==> src/sv/bhpt_ram.sv <==
module bhpt_ram #(
  parameter int WIDTH = 8,
  parameter int DEPTH = 32
) (
  input  logic                     clk,
  input  logic                     we,
  input  logic [$clog2(DEPTH)-1:0] waddr,
  input  logic [WIDTH-1:0]         wdata,
  input  logic [$clog2(DEPTH)-1:0] raddr,
  output logic [WIDTH-1:0]         rdata
);

  logic [WIDTH-1:0] mem [DEPTH];

  // One write port and one registered read port.
  always_ff @(posedge clk) begin
    if (we) begin
      mem[waddr] <= wdata;
    end
    rdata <= mem[raddr];
  end

endmodule

==> config.mk <==
export PLATFORM = sky130hd
export DESIGN_NAME = bhpt_ram
export DESIGN_NICKNAME = d
export VERILOG_FILES = /design/src/sv/bhpt_ram.sv
export SDC_FILE = /design/constraint.sdc
export NUM_CORES = 1
export LEC_CHECK = 0
export BUFFER_PORTS_ARGS = -buffer_cell sky130_fd_sc_hd__buf_2
export CAP_MARGIN = 0
export CORE_ASPECT_RATIO = 1.2
export CORE_MARGIN = 5
export CORE_UTILIZATION = 55
export DETAILED_ROUTE_END_ITERATION = 10
export PLACE_DENSITY_LB_ADDON = 0.05
export SETUP_SLACK_MARGIN = 0.2
export SYNTH_ARGS = -nofsm -noshare
export SYNTH_HDL_FRONTEND = slang
export SYNTH_SLANG_ARGS = --single-unit
==> constraint.sdc <==
create_clock -name clk -period 2.14 [get_ports clk]
set_input_delay 0.321 -clock clk [delete_from_list [all_inputs] [get_ports clk]]
set_output_delay 0.321 -clock clk [all_outputs]
set_load 0.03 [all_outputs]
-- Yosys cells after proc, flatten, opt, wreduce, memory -nomap -nowiden
Memory sizes are Yosys's and may differ from the RTL's. A register that Yosys moved wholly into a read port is not among the register bits.
Cells that the tools add are included.
Widths: inputs -> output; s select.
- bits in registers: 0
- bits in writable memories: 256
- input port bits: 20
- output and inout bits: 8
- logic and storage cells: 3
- memories kept: 1
- memory list (name ; words ; width ; rd ports ; clocked after Yosys merged registers in ; write ports ; RTL line ; text):
    mem ; 32 ; 8 ; 1 ; 1 ; 1 ; 13 ; logic [WIDTH-1:0] mem [DEPTH];
- mux-type cells: 2
- operator list (kind ; number):
    $mux 1 ; 2

-- Depth between registers and ports, before layout
- word-level depth: 2
- gate-level depth with buffers: 5
- mapped depth without buffers: 3

-- Worst setup path before layout
OpenSTA, ideal clock, no wires.
- path kind: in2reg
- from: input raddr[2]
- to: register rdata[0], read port of mem
- setup time: 0.121 ns
- data arrival time: 2.003 ns
- required time: 2.019 ns
- setup slack: 0.017 ns
- stages on the path: 5
- path buffers: 2
- path through: clkbuf_1 clkbuf_1 mux4_2 mux4_2 mux2_2
- RTL lines (what ; RTL line ; text):
    start: declaration ; 9 ; input logic [$clog2(DEPTH)-1:0] raddr,
    end: declaration ; 10 ; output logic [WIDTH-1:0] rdata

==> impl_metrics.ini <==
[sta]
max_freq_ghz = 0.5425
timing.final.ws_setup_ns = 0.2965
finalSetupViolations = 0
hold_viol = 0
min_period_ns = 1.843
rsz0062_at_grt = no
post-route-period-util_pct = 86.14
holdWs_ns = 0.2705
drv_slew = 0
fin_skew_ns = 0.01244
relSlewSlack_pct = 56.79
tightestPinTransition_ns = 0.6482
fin_tns_setup_ns = 0

[global_routing]
grt-ovfl-total = 0
grtUsageTotal_pct = 19.92
antenna_found_initial = 0
grt_pass1_vias = 4707
grt_max_degree = 33
grt_pass1_wl_mm = 30.61

[setup_path]
critPathLaunchType = flop
end_kind = flop
crit_type = reg -> reg
cp.required_ns = 2.54
worstPathArrival_ns = 2.24
crit_fanout = 1

[placed_design]
post-dp-hpwl_mm = 12.87
dp_slack_ns = -0.1307
place_congestion = 0.7793
dp.cells = 693
port_buffers = 27
dpl_cell_area_sq_um = 10780

[die]
die_h_microns = 158.1
dieArea_sq_um = 21090
rows = 54
start_util_pct = 55.52
ios = 28
coreArea_sq_um = 18110
dieWidth_microns = 133.4

[final_layout]
fin_cells = 737
areaGrowthSynthToFinish_pct = 15.31
finalInstanceArea_sq_um = 11590
num-fill-cells = 1237
final_layout_size_suffix_gt1_share_pct = 39.18
fin_util_pct = 64.02
finalNetCount = 516
insertedDiodeCount = 0

[route]
wl_per_cell_microns = 27.54
drtAntennaViolNets = 0
drc = 0
viasPerCell = 6.119
vias = 4510
first_iter_violations = 439
routed_wl_mm = 20.29
dr.pass1.iters = 5

[synth]
syn-instance-count = 417
yosys.area.top_type = edfxtp_1
synth.area.top_cells = edfxtp_1 (76%), mux4_2 (18%), dfxtp_1 (1.6%)
mappedNetlistNets = 437
synth.top_cell.area_share_pct = 76.47
synth_seq_cells = 264
netlist_area_sq_um = 10050
syn_avg_cell_area_sq_um = 24.11
ys_seq_area_share_pct = 78.06
yosysWarnings = 0
yosysUniqueCellTypes = 15

[clocking]
cts_max_level = 1
postCtsSetupBuffers = 0
cts_buffers = 25
cts_hold_buf = 0
clk_latency_ns = 0.51
clockBufferDepth = 3
tritoncts = built
numClockSinks = 264
clockRootBuffer = clkbuf_16
ctsResizeCount = 0
path_clk_slew_ns = 0.06

[power_and_ir_drop]
power_density_nw_per_um2 = 927.6
peakVddDrop_uv = 721.0
leakage_nw = 3.745
total_power_mw = 10.75

[hold_path]
worstHoldPathType = in -> reg

[outcome]
status = finished, final reports clean

[job]
cap_violations = 0
layout make-up:
class                           count  area, sq um  area share (%)
Multi-Input combinational cell    133         2100           18.11
Clock buffer                       34        689.4           5.947
Clock inverter                     10        125.1           1.079
Sequential cell                   264         7848           67.70
Timing Repair Buffer               72        550.5           4.749
Tap cell                          224        280.3           2.418
worst max-delay path: stages (launching register included):
cell,delay [ns]
edfxtp_1,0.38
mux4_2,0.52
mux4_2,0.55
mux2_2,0.29
worst paths after layout:
check,start,end,slack [ns],depth (start not counted)
worst min register to register,mem[18][5]$_DFFE_PP_,rdata[5]$_DFF_P_,0.90,3
worst max-delay path,mem[12][2]$_DFFE_PP_,rdata[2]$_DFF_P_,0.30,3
worst min-delay path,raddr[3],rdata[5]$_DFF_P_,0.27,2
worst max register to register,mem[12][2]$_DFFE_PP_,rdata[2]$_DFF_P_,0.30,3
cell usage in the layout, fill, tap and decap left out:
master,instances
buf_2,26
nor2_1,33
edfxtp_1,256
mux2_2,8
nand2_1,1
clkbuf_8,3
clkbuf_1,6
or3b_2,3
dfxtp_1,8
nand3b_1,5
buf_12,6
or3_1,1
mux4_2,80
clkinv_2,7
buf_4,40
nand3_1,2
bufinv_16,3
clkbuf_16,25
sequential cells by signal, indices dropped and copies added (netlist names):
register / cells
rdata: 8
mem: 256
power breakdown:
group | leakage, nW | total [mW] | internal (mW) | switching (mW)
logic | 0.965 | 0.602 | 0.259 | 0.343
clock network | 0.407 | 4.37 | 2.61 | 1.76
registers | 2.37 | 5.78 | 5.75 | 0.0288
cells in the mapped netlist, drive strengths merged:
library cell	count
nand3	2
buf	14
mux2	8
nand3b	5
clkbuf	6
nand2	1
mux4	80
nor2	33
dfxtp	8
or3	1
edfxtp	256
or3b	3
logic make-up (layout without fill, tap and decap cells):
group	count (synthesis)	in the layout	share of synthesized area, %
simple gates	45	45	2.066
flops	264	264	78.06
mux	88	88	18.82
buf+inv	20	116	1.058
metal layers:
metal | global-route usage [%] | vias to the layer above | routed length [microns]
li1 | - | 1931 | -
met1 | 30.94 | 2394 | 9090
met2 | 30.78 | 162 | 9542
met3 | 3.179 | 23 | 1321
met4 | 4.263 | 0 | 340
met5 | 0 | - | 0
(Power assumes the default switching activity.)
